===== src/pli_pkg.sv =====
`timescale 1ns / 1ps
`default_nettype none

package pli_pkg;

  localparam int DATA_W = 32;

  localparam logic MODE_LOAD = 1'b0;
  localparam logic MODE_EVAL = 1'b1;

  localparam logic [1:0] ST_INTERP   = 2'd0;
  localparam logic [1:0] ST_LOW      = 2'd1;
  localparam logic [1:0] ST_HIGH     = 2'd2;
  localparam logic [1:0] ST_FALLBACK = 2'd3;

  typedef struct packed {
    logic                     mode;
    logic [3:0]               point_index;
    logic signed [DATA_W-1:0] abscissa;
    logic signed [DATA_W-1:0] ordinate;
    logic signed [DATA_W-1:0] sample_value;
  } req_t;

  typedef struct packed {
    logic signed [DATA_W-1:0] result_value;
    logic [1:0]               status;
  } rsp_t;

  typedef struct packed {
    logic [4:0] point_count;
  } cfg_t;

  typedef struct packed {
    logic signed [DATA_W-1:0] x;
    logic signed [DATA_W-1:0] y;
  } entry_t;

endpackage

`default_nettype wire


===== src/pli_div.sv =====
`timescale 1ns / 1ps
`default_nettype none

module pli_div (
  input  logic                     clk,
  input  logic                     rst,
  input  logic                     start,
  input  logic [2*pli_pkg::DATA_W-1:0] dividend,
  input  logic [pli_pkg::DATA_W-1:0]   divisor,
  output logic                     done,
  output logic [pli_pkg::DATA_W-1:0]   quotient
);
  import pli_pkg::*;

  localparam int CNT_W = $clog2(DATA_W + 1);

  logic [DATA_W-1:0] rem;
  logic [DATA_W-1:0] low;
  logic [DATA_W-1:0] dsr;
  logic [CNT_W-1:0]  cnt;
  logic [DATA_W:0]   trial;
  logic [DATA_W:0]   diff;
  logic              take;

  assign trial    = {rem, low[DATA_W-1]};
  assign diff     = trial - {1'b0, dsr};
  assign take     = trial >= {1'b0, dsr};
  assign quotient = low;

  always_ff @(posedge clk) begin
    if (rst) begin
      cnt  <= '0;
      done <= 1'b0;
    end else begin
      done <= 1'b0;
      if (start) begin
        cnt <= CNT_W'(DATA_W);
      end else if (cnt != '0) begin
        cnt <= cnt - 1'b1;
        if (cnt == CNT_W'(1)) begin
          done <= 1'b1;
        end
      end
    end
  end

  always_ff @(posedge clk) begin
    if (start) begin
      rem <= dividend[2*DATA_W-1:DATA_W];
      low <= dividend[DATA_W-1:0];
      dsr <= divisor;
    end else if (cnt != '0) begin
      rem <= take ? diff[DATA_W-1:0] : trial[DATA_W-1:0];
      low <= {low[DATA_W-2:0], take};
    end
  end

endmodule

`default_nettype wire


===== config.mk =====
export PLATFORM = sky130hd
export DESIGN_NAME = pli_div
export DESIGN_NICKNAME = d
export VERILOG_FILES = /design/src/pli_pkg.sv /design/src/pli_div.sv
export SDC_FILE = /design/constraint.sdc
export NUM_CORES = 1
export LEC_CHECK = 0
export ABC_AREA = 0
export BUFFER_PORTS_ARGS = -buffer_cell sky130_fd_sc_hd__buf_2
export CORE_MARGIN = 2
export CORE_UTILIZATION = 24
export DETAILED_ROUTE_END_ITERATION = 16
export PLACE_DENSITY = 0.44
export SYNTH_ARGS = -nofsm -noshare
export SYNTH_HDL_FRONTEND = slang
export SYNTH_SLANG_ARGS = --single-unit

===== constraint.sdc =====
create_clock -name clk -period 3.59 [get_ports clk]
set_input_delay 0.718 -clock clk [delete_from_list [all_inputs] [get_ports clk]]
set_output_delay 0.718 -clock clk [all_outputs]
set_load 0.01 [all_outputs]

Word level (Yosys, flattened, before mapping)
Index checks and enable logic that the tools add are counted.

Register bits: 103. Input port bits: 99. Output and inout bits: 33. Logic and storage cells: 23.

$add $sub $neg: 2. Order comparisons: 1. Equality and inequality tests: 1. Muxes and demuxes: 8. Bitwise gates (word level): 1. Reduce and logical (&&, ||, !) cells: 4.

Operators by type and width (number): 32-bit two-way mux (5); 33-bit by 32-bit greater-or-equal comparator with 1-bit output (1); 32-bit subtractor (1); 6-bit two-way mux (2); 6-bit by 1-bit equality test with 1-bit output, second input constant (1); 6-bit nonzero test (1); 6-bit by 1-bit subtractor with 6-bit output, second input constant (1); 3-bit OR reduction (1); 2-bit nonzero test (1); 2-bit OR reduction (1); 1-bit two-way mux (1); 1-bit NOT (1).

Logic depth before layout (Yosys ltp)
Gate-level depths: netlist of the first run.

Word-level depth: 4. Gate-level depth with buffers: 14. Gate-level depth less buffers: 13.

Least setup slack after synthesis of the first run
Ideal clock, no wire load.

Path type: in2reg. Start: input start. End: register low[0] (netlist: quotient[0]), enable pin. Setup time: 0.853 ns. Arrival time: 2.622 ns. Data required time: 2.737 ns. Slack: 0.115 ns. Cell stages on the path: 3. Buffers on the path: 1. Path through: inv_1 > clkbuf_1 > nand3_1.

Word-level cells in the longest chain between the ends: 1.

Ends and longest elaborated chain: start: declaration (line pli_div.sv:7) `input logic start,`; 2-bit nonzero test (no line); end signal: assignment (line pli_div.sv:50) `low <= dividend[DATA_W-1:0];`; end signal: assignment (line pli_div.sv:54) `low <= {low[DATA_W-2:0], take};`; end: declaration (line pli_div.sv:18) `logic [DATA_W-1:0] low;`.

No other way between the ends. A chain may end at the register's enable or synchronous reset.

Worst setup path after layout of the first run
Start: register rem[0]. End: register rem[0], data pin.

Word-level cells in the longest chain between the ends: 4.

Ends and longest elaborated chain: start: declaration (line pli_div.sv:17) `logic [DATA_W-1:0] rem;`; start signal: assignment (line pli_div.sv:49) `rem <= dividend[2*DATA_W-1:DATA_W];`; start signal: assignment (line pli_div.sv:53) `rem <= take ? diff[DATA_W-1:0] : trial[DATA_W-1:0];`; 33-bit by 32-bit greater-or-equal comparator with 1-bit output (line pli_div.sv:27) `assign take = trial >= {1'b0, dsr};`; 32-bit two-way mux (line pli_div.sv:53); 32-bit two-way mux (line pli_div.sv:52) `end else if (cnt != '0) begin`; 32-bit two-way mux (line pli_div.sv:48) `if (start) begin`.

No other way between the ends. The select of a mux whose other input is x is not followed.

==> impl_metrics.ini, run 1 <==
[outcome]
outcome = completed

[place]
io_buffers = 131
dp_cells = 991
placed_area_um2 = 7100
hpwl_mm = 12.0
gp_congestion = 0.821
dp_slack_ps = 365

[layout]
area_growth_pct = 22.4
nets = 806
finalNonFillerCells = 1008
seqCellArea_um2 = 3020
multi_input_area_um2 = 2780
fin_util_pct = 29.6
design_area_um2 = 7390
final_layout_size_suffix_gt1_share_pct = 28.7
fill_cells = 2674

[grt]
grt_use_met2_pct = 19.1
grt_pass1_vias = 4739
grt-ovfl-total = 0
grtUsageTotal_pct = 12.6
use_met3_pct = 4.30
grt_pass1_wl_mm = 25.9
grt_max_degree = 60
antenna_found_initial = 2
busiest_layer = met2
use_met1_pct = 17.2

[sta]
drv_slew = 0
fin_worst_skew_ps = 8.74
worstMarginPinSlew_ps = 765
rsz0062_at_grt = no
finalCritPeriodShare_pct = 89.8
setup_viol = 0
hold_viol_final = 0
layout_setup_ws_ps = 368
fmax_mhz = 310
setup_tns_ps = 0
min_period_ps = 3220
slew_headroom_pct = 48.6

[floorplan]
start_util_pct = 24.2
fp.coreArea_um2 = 25000
dieHeight_um = 163
die-area_um2 = 26400
die_width_um = 163
pin_count = 132
num_rows = 58

[pwr]
power_density_nw_per_um2 = 807
leakagePower_nw = 3.08
vdd_drop_max_v = 0.000309

[yosys]
ys_warn_count = 0
synth-main-ff-cell = edfxtp_1
synth.distinct_cells = 57
synth-seq-cells = 103
synthArstFlopShare_pct = 0
synth_area_um2 = 6040
ys_top_cells_by_area = edfxtp_1 48%, ha_1 7.0%, mux2_2 6.0%
yosys-top-cells-count = 96 x edfxtp_1, 49 x nand2_1, 43 x a21oi_1
yosysMostFrequentCell = edfxtp_1
synth_edf_count = 96
synth-seq-area-share_pct = 50.1
syn_area_per_cell_um2 = 11.1
synth_cells = 546
yosys.area.top_type = edfxtp_1
synth.top_cell.area_share_pct = 47.8
synth_nets = 680

[route]
finalWirelength_mm = 16.2
drt-wirelength-per-cell_um = 16.1
routed-via-count = 4589
drc = 0
dr.pass1.iters = 4
antenna_left = 0
vias_per_cell = 4.55
initialDrtViolationCount = 276

[clock_tree]
clk_pin_slew_worst_paths_ps = 80
cts_hold_buffers = 0
cts_tree = built
cts_resized = 0
cts.sinks = 103
cts_root_buffer = clkbuf_16
clockBufferDepth = 2
clk_latency_ps = 360
h-tree-depth = 3
cts_setup_buffers = 0
cts-buffers-inserted = 9

[setup_path]
startpoint_type = register
required_ps = 3700
crit_fanout = 46
end_kind = register
critPathKind = register to register
worstPathArrival_ps = 3340
r2r_cells = 11

[min_path]
hold_path.class = input port to register
min_path_cells = 1

[flow_run]
maxCapViolCount = 0
## final cells by class
type                            instances  area share, %
Antenna cell                            1         0.0339
Clock buffer                            9           3.05
Clock inverter                          7          0.863
Inverter                               39           1.98
Multi-Input combinational cell        382           37.6
Sequential cell                       103           40.9
Tap cell                              330           5.59
Timing Repair Buffer                  137           10.0
## final timing paths
kind / start / end / slack [ps]
setup / recovery: rem[0] / rem[0] / 370
hold reg to reg: cnt[1] / cnt[1] / 530
hold / removal: divisor[30] / dsr[30] / 520
setup reg to reg: rem[0] / rem[0] / 370
## layout by cell type (no fill, tap or decap), types with 4 or more instances in the layout
cell and count:
xnor2_1 19, nor2b_1 4, nor3_1 6, nand4_1 6
buf_2 130, buf_4 4, a21o_1 21, edfxtp_1 96
a211oi_1 4, ha_1 34, and3_1 5, clkbuf_16 9
o311ai_0 15, o21a_1 5, o21ai_0 18, nand2_1 49
mux2_2 32, inv_1 39, mux2i_1 10, nand3_1 24
a21oi_1 43, nor2_1 26, xor2_1 13, o21ai_1 4
dfxtp_1 7
## worst max-delay path: stages (launching register included)
cell,delay [ps]
edfxtp_1,440
ha_1,340
nor2b_1,150
o2111ai_1,250
nand4bb_1,160
a21oi_2,300
a211oi_1,150
nand3b_2,280
a21oi_4,260
buf_12,280
mux2i_1,100
mux2_2,260
## report_power, final
group,internal [W],leakage [nW],total (W),switching [W]
clock,0.000487,0.136,0.000999,0.000513
combinational,0.00126,1.91,0.00297,0.00171
sequential,0.00180,1.03,0.00200,0.000203
total,0.00355,3.08,0.00597,0.00242
## per-layer routing
metal  part of all wire, %  wire [µm]
met5                 0.080         13
met4                   1.0        168
met3                   6.9       1130
met2                    43       7010
met1                    49       7910
## kinds of logic after synthesis
family | count (synthesis) | synth area share (%)
buffers and inverters | 61 | 4.12
flip-flops | 103 | 50.1
AO/OA/AOI/OAI | 137 | 15.5
adder cells (fa/ha/maj) | 35 | 7.38
multiplexers | 42 | 7.63
XOR/XNOR | 32 | 4.64
AND/OR/NAND/NOR | 136 | 10.6
## state kept, by name (all words and copies together), names as in the netlist
signal / count
rem: 32
cnt: 6
done: 1
quotient: 32
dsr: 32
## metrics by stage
| stage | hold slack, ps | power (W) |
|---|---|---|
| floorplan | 487 | 0.00419 |
| global placement | 514 | 0.00503 |
| detailed placement | 517 | 0.00501 |
| CTS | 507 | 0.00604 |
| global route | 507 | 0.00643 |
| finish | 523 | 0.00597 |
Note: power is estimated with default switching activity, not from simulation.
==> inputs of run 2 (changes only) <==
CORE_UTILIZATION = 51   (was 24)
CTS_BUF_LIST = sky130_fd_sc_hd__clkbuf_2 sky130_fd_sc_hd__clkbuf_4 sky130_fd_sc_hd__clkbuf_8   (was unset)
PLACE_DENSITY = 0.8   (was 0.44)
==> run 2 against run 1 <==
  * Fmax is 1.5% lower
  * Largest power group unchanged
  * Final area down 4.6%
  * Non-clock buffer count did not move
  * Register-to-register slack got worse by 50 ps
  * Utilization rose by 32 points
  * Worst hold slack worse by 31 ps
  * First-iteration DRC count rose by 3.6%
  * Sequential power about the same
==> impl_metrics.ini, run 2 (synthesis results as in run 1) <==
[place]
hpwl_mm = 10.4
dp_cells = 804
gp_congestion = 0.952
io_buffers = 131

[sta]
fin_worst_skew_ps = 13.3
worstMarginPinSlew_ps = 593
setup_tns_ps = 0
min_period_ps = 3270
finalCritPeriodShare_pct = 91.1
drv_slew = 0
hold_viol_final = 0
setup_viol = 0
fmax_mhz = 306
slew_headroom_pct = 60.4
rsz0062_at_grt = no

[grt]
grt_max_degree = 118
grt-ovfl-total = 0
grtUsageTotal_pct = 22.3
grt_pass1_wl_mm = 22.5
grt_pass1_vias = 4709
antenna_found_initial = 0

[layout]
seqCellArea_um2 = 3020
final_layout_size_suffix_gt1_share_pct = 28.7
fill_cells = 911
num_antenna_cells = 0
final_common_cell = buf_2
finalNonFillerCells = 820
layout_common_cells = 130 x buf_2, 96 x edfxtp_1, 49 x nand2_1, 43 x a21oi_1, 39 x inv_1
area_growth_pct = 16.8
nets = 806
multi_input_area_um2 = 2780

[min_path]
hold_end = dsr[20]
min_from = divisor[20]
min_path_cells = 1
hold_path.class = input port to register

[route]
dr.pass1.iters = 5
drc = 0
vias_per_cell = 5.69
routed-via-count = 4667
antenna_left = 0
initialDrtViolationCount = 286
finalWirelength_mm = 14.0
drt-wirelength-per-cell_um = 17.1

[setup_path]
r2r_end = rem[30]
end_kind = register
critPathKind = register to register
required_ps = 3750
crit_fanout = 4
worstPathArrival_ps = 3430
r2r_cells = 13
r2r_slack_ps = 320
r2r-start = quotient[31]
startpoint_type = register

[outcome]
outcome = completed

[clock_tree]
h-tree-depth = 3
cts.sinks = 103
clk_latency_ps = 390
clockBufferDepth = 2
cts-buffers-inserted = 9
cts_tree = built
cts_root_buffer = clkbuf_8
clk_pin_slew_worst_paths_ps = 110

[floorplan]
fp.coreArea_um2 = 11500
dieHeight_um = 113
die_width_um = 113
pin_count = 132
start_util_pct = 52.6
die-area_um2 = 12700
num_rows = 39

[flow_run]
maxCapViolCount = 0

[pwr]
vdd_drop_max_v = 0.000510
power_density_nw_per_um2 = 810
leakagePower_nw = 3.04
## run 2: cell types whose count changed in the layout (fill, tap and decap cells not counted), sizes merged
cell	before	now
clkinvlp	2	0
inv	42	44
clkinv	2	1
diode	1	0
bufinv	0	1
## run 2: layout make-up
| cell class | instances | area share (%) |
|---|---|---|
| clock buffers | 9 | 1.76 |
| clock inverters | 7 | 1.19 |
| inverters | 39 | 2.08 |
| multi-input cells | 382 | 39.4 |
| flip-flops and latches | 103 | 42.9 |
| well taps | 143 | 2.54 |
| repair buffers | 137 | 10.2 |
## run 2: stage by stage
stage / util (%) / setup slack, ps / hold slack (ps) / total power (W) / cell area, µm²
2_1_floorplan: - / 115 / 487 / 0.00419 / 6040
3_3_place_gp: 59.6 / 484 / 505 / 0.00482 / 6830
3_5_place_dp: 59.6 / 340 / 518 / 0.00489 / 6830
4_1_cts: 61.4 / 314 / 470 / 0.00570 / 7040
5_1_grt: 61.5 / 4.58 / 464 / 0.00611 / 7050
6_report: 61.5 / 320 / 491 / 0.00571 / 7050
## run 2: how the worst max path moves through the flow
| stage | end | slack (ps) | cells past startpoint | start |
|---|---|---|---|---|
| global route | rem[30] | 5 | 13 | quotient[31] |
| detailed placement | rem[30] | 340 | 13 | quotient[31] |
| floorplan | quotient[0] | 120 | 3 | start |
| CTS | rem[30] | 310 | 13 | quotient[31] |
| global placement | rem[26] | 480 | 13 | quotient[31] |
| finish | rem[30] | 320 | 13 | quotient[31] |
## run 2: what timing repair did
item,4_1_cts,5_1_grt
setup buffers,0,0
endpoints found under the hold margin,0,0
hold buffers,0,0
endpoints found under the setup margin,0,1
gates resized for setup,0,1
## run 2: worst max-delay path: stages, from the launching register on
cell and delay, ps:
edfxtp_1 400, inv_1 80, ha_1 170, inv_1 60, fa_1 430, a211oi_1 280, nor2_1 130, o31ai_4 300
o31ai_2 150, a31oi_1 250, a21oi_1 160, nor4_1 330, a21oi_1 80, a31o_2 210
## run 2: power by group
part / leakage [nW] / total (W) / internal [W] / switching (W)
combinational: 1.90 / 0.00291 / 0.00123 / 0.00168
clock: 0.108 / 0.000788 / 0.000339 / 0.000449
sequential: 1.03 / 0.00201 / 0.00180 / 0.000213
## run 2: layer usage
metal | GRT usage (%) | routed length, µm | vias to the layer above
li1 | - | - | 2293
met1 | 28.8 | 6110 | 2183
met2 | 36.9 | 6600 | 176
met3 | 7.07 | 1110 | 15
met4 | 5.12 | 171 | 0
met5 | 0 | 0 | -
==> inputs of run 3 (changes only) <==
HOLD_SLACK_MARGIN = 0.06   (was unset)
PLACE_DENSITY = 0.81   (was 0.8)
==> run 3 against run 2 <==
  * Sequential power hardly changed
  * Fmax down 0.89%
  * Total power up 1.5%
  * Worst setup slack got worse by 29 ps
  * Global-route usage shrank 0.063 points
  * Cell count increased by 0.73%
  * Clock power fell by 2.8%
  * Via count is 0.19% higher
  * Worst hold slack improved by 2.1 ps
  * Count of clock-buffer cells in the layout grew 2
  * Clock skew is 4.6 ps higher
  * Critical endpoint is now rem[26]
  * Largest cell class unchanged
  * Highest routed layer unchanged
==> impl_metrics.ini, run 3 (synthesis results as in run 1) <==
[outcome]
outcome = completed

[floorplan]
start_util_pct = 52.6
die_width_um = 113
die-area_um2 = 12700
dieHeight_um = 113
num_rows = 39
pin_count = 132
fp.coreArea_um2 = 11500

[setup_path]
crit_fanout = 4
r2r_cells = 13
r2r_end = rem[26]
crit_buf_inv = 2
slowest_stage = edfxtp_1
r2r_slack_ps = 290
r2r-start = quotient[31]
required_ps = 3730
cp_cell_sequence = inv_1 -> ha_1 -> inv_1 -> fa_1 -> a211oi_1 -> nor2_1 -> o31ai_4 -> o31ai_2 -> a31oi_1 -> a2111o_1 -> nand2_1 -> xor2_1 -> a221o_1
critPathKind = register to register
cp_top_family = compound AO/OA/AOI/OAI gates
worstPathArrival_ps = 3440
end_kind = register
startpoint_type = register
critPathMostFrequentCell = inv_1
max_stage_delay_ps = 430

[sta]
setup_tns_ps = 0
finalCritPeriodShare_pct = 91.9
hold_viol_final = 0
rsz0062_at_grt = no
fin_worst_skew_ps = 17.9
setup_viol = 0
worstMarginPinSlew_ps = 605
min_period_ps = 3300
whs_ps = 493
slew_headroom_pct = 59.7
fmax_mhz = 303
layout_setup_ws_ps = 290
drv_slew = 0

[min_path]
min_from = divisor[29]
hold_path.class = input port to register
hold_end = dsr[29]
min_path_cells = 1

[route]
routed-via-count = 4676
vias_per_cell = 5.66
antenna_left = 0
drt-wirelength-per-cell_um = 16.9
drc = 0
dr.pass1.iters = 5
finalWirelength_mm = 14.0
initialDrtViolationCount = 312

[clock_tree]
cts_hold_buffers = 0
cts_tree = built
clockBufferDepth = 2
clk_latency_ps = 390
cts.sinks = 103
h-tree-depth = 3
clk_pin_slew_worst_paths_ps = 110
cts_root_buffer = clkbuf_8
cts-buffers-inserted = 9

[layout]
fill_cells = 944
nets = 812
fin_util_pct = 62.1
num_antenna_cells = 0
layout_common_cells = 130 x buf_2, 96 x edfxtp_1, 49 x nand2_1, 43 x a21oi_1, 39 x inv_1
final_common_cell = buf_2
area_growth_pct = 17.9
final_layout_size_suffix_gt1_share_pct = 29.3

[pwr]
power_density_nw_per_um2 = 814
leakagePower_nw = 3.07
vdd_drop_max_v = 0.000480
power_w = 0.00580

[grt]
grt_pass1_vias = 4650
grt_pass1_wl_mm = 22.3
grtUsageTotal_pct = 22.2
grt_max_degree = 68
antenna_found_initial = 0
grt-ovfl-total = 0

[place]
dp_slack_ps = 242
hpwl_mm = 10.3
gp_congestion = 0.927
io_buffers = 131

[flow_run]
maxCapViolCount = 0
-- run 3: timing repair --
action	in CTS	in global routing
setup endpoints to repair	0	7
gates resized for setup	0	1
setup buffers	0	6
-- run 3: layout make-up --
| cell class | count | area [µm²] | area share [%] |
|---|---|---|---|
| timing repair buffer | 143 | 786 | 11.0 |
| multi-input combinational | 382 | 2780 | 39.0 |
| clock inverter | 5 | 65.1 | 0.914 |
| clock buffer | 11 | 139 | 1.95 |
| tap | 143 | 179 | 2.51 |
| sequential | 103 | 3020 | 42.5 |
| inverter | 39 | 146 | 2.06 |
-- run 3: through the flow --
| step | instances | cell area [µm²] |
|---|---|---|
| detailed placement | 804 | 6850 |
| floorplan | 546 | 6040 |
| CTS | 820 | 7050 |
| finish | 826 | 7120 |
| global placement | 804 | 6850 |
| global route | 826 | 7120 |
-- run 3: how the worst max path moves through the flow --
stage | start | to | slack (ps) | depth (start not counted)
final | quotient[31] | rem[26] | 290 | 13
after global routing | quotient[31] | rem[30] | 50 | 13
after CTS | rem[7] | rem[0] | 220 | 11
after detailed placement | rem[7] | rem[0] | 240 | 11
after global placement | rem[0] | rem[0] | 340 | 11
after floorplan | start | quotient[0] | 120 | 3
-- run 3: metal layers --
metal | vias to the layer above | part of all wire [%] | routed length (µm) | GRT usage, %
li1 | 2300 | - | - | -
met1 | 2195 | 44 | 6140 | 28.5
met2 | 172 | 47 | 6580 | 36.9
met3 | 9 | 8.1 | 1140 | 7.61
met4 | 0 | 0.91 | 127 | 4.63
met5 | - | 0 | 0 | 0
-- run 3: report_power, final --
| group | leakage [nW] | switching, W | internal [W] |
|---|---|---|---|
| clock network | 0.0989 | 0.000421 | 0.000346 |
| logic | 1.94 | 0.00170 | 0.00132 |
| registers | 1.03 | 0.000208 | 0.00180 |
| total | 3.07 | 0.00233 | 0.00347 |
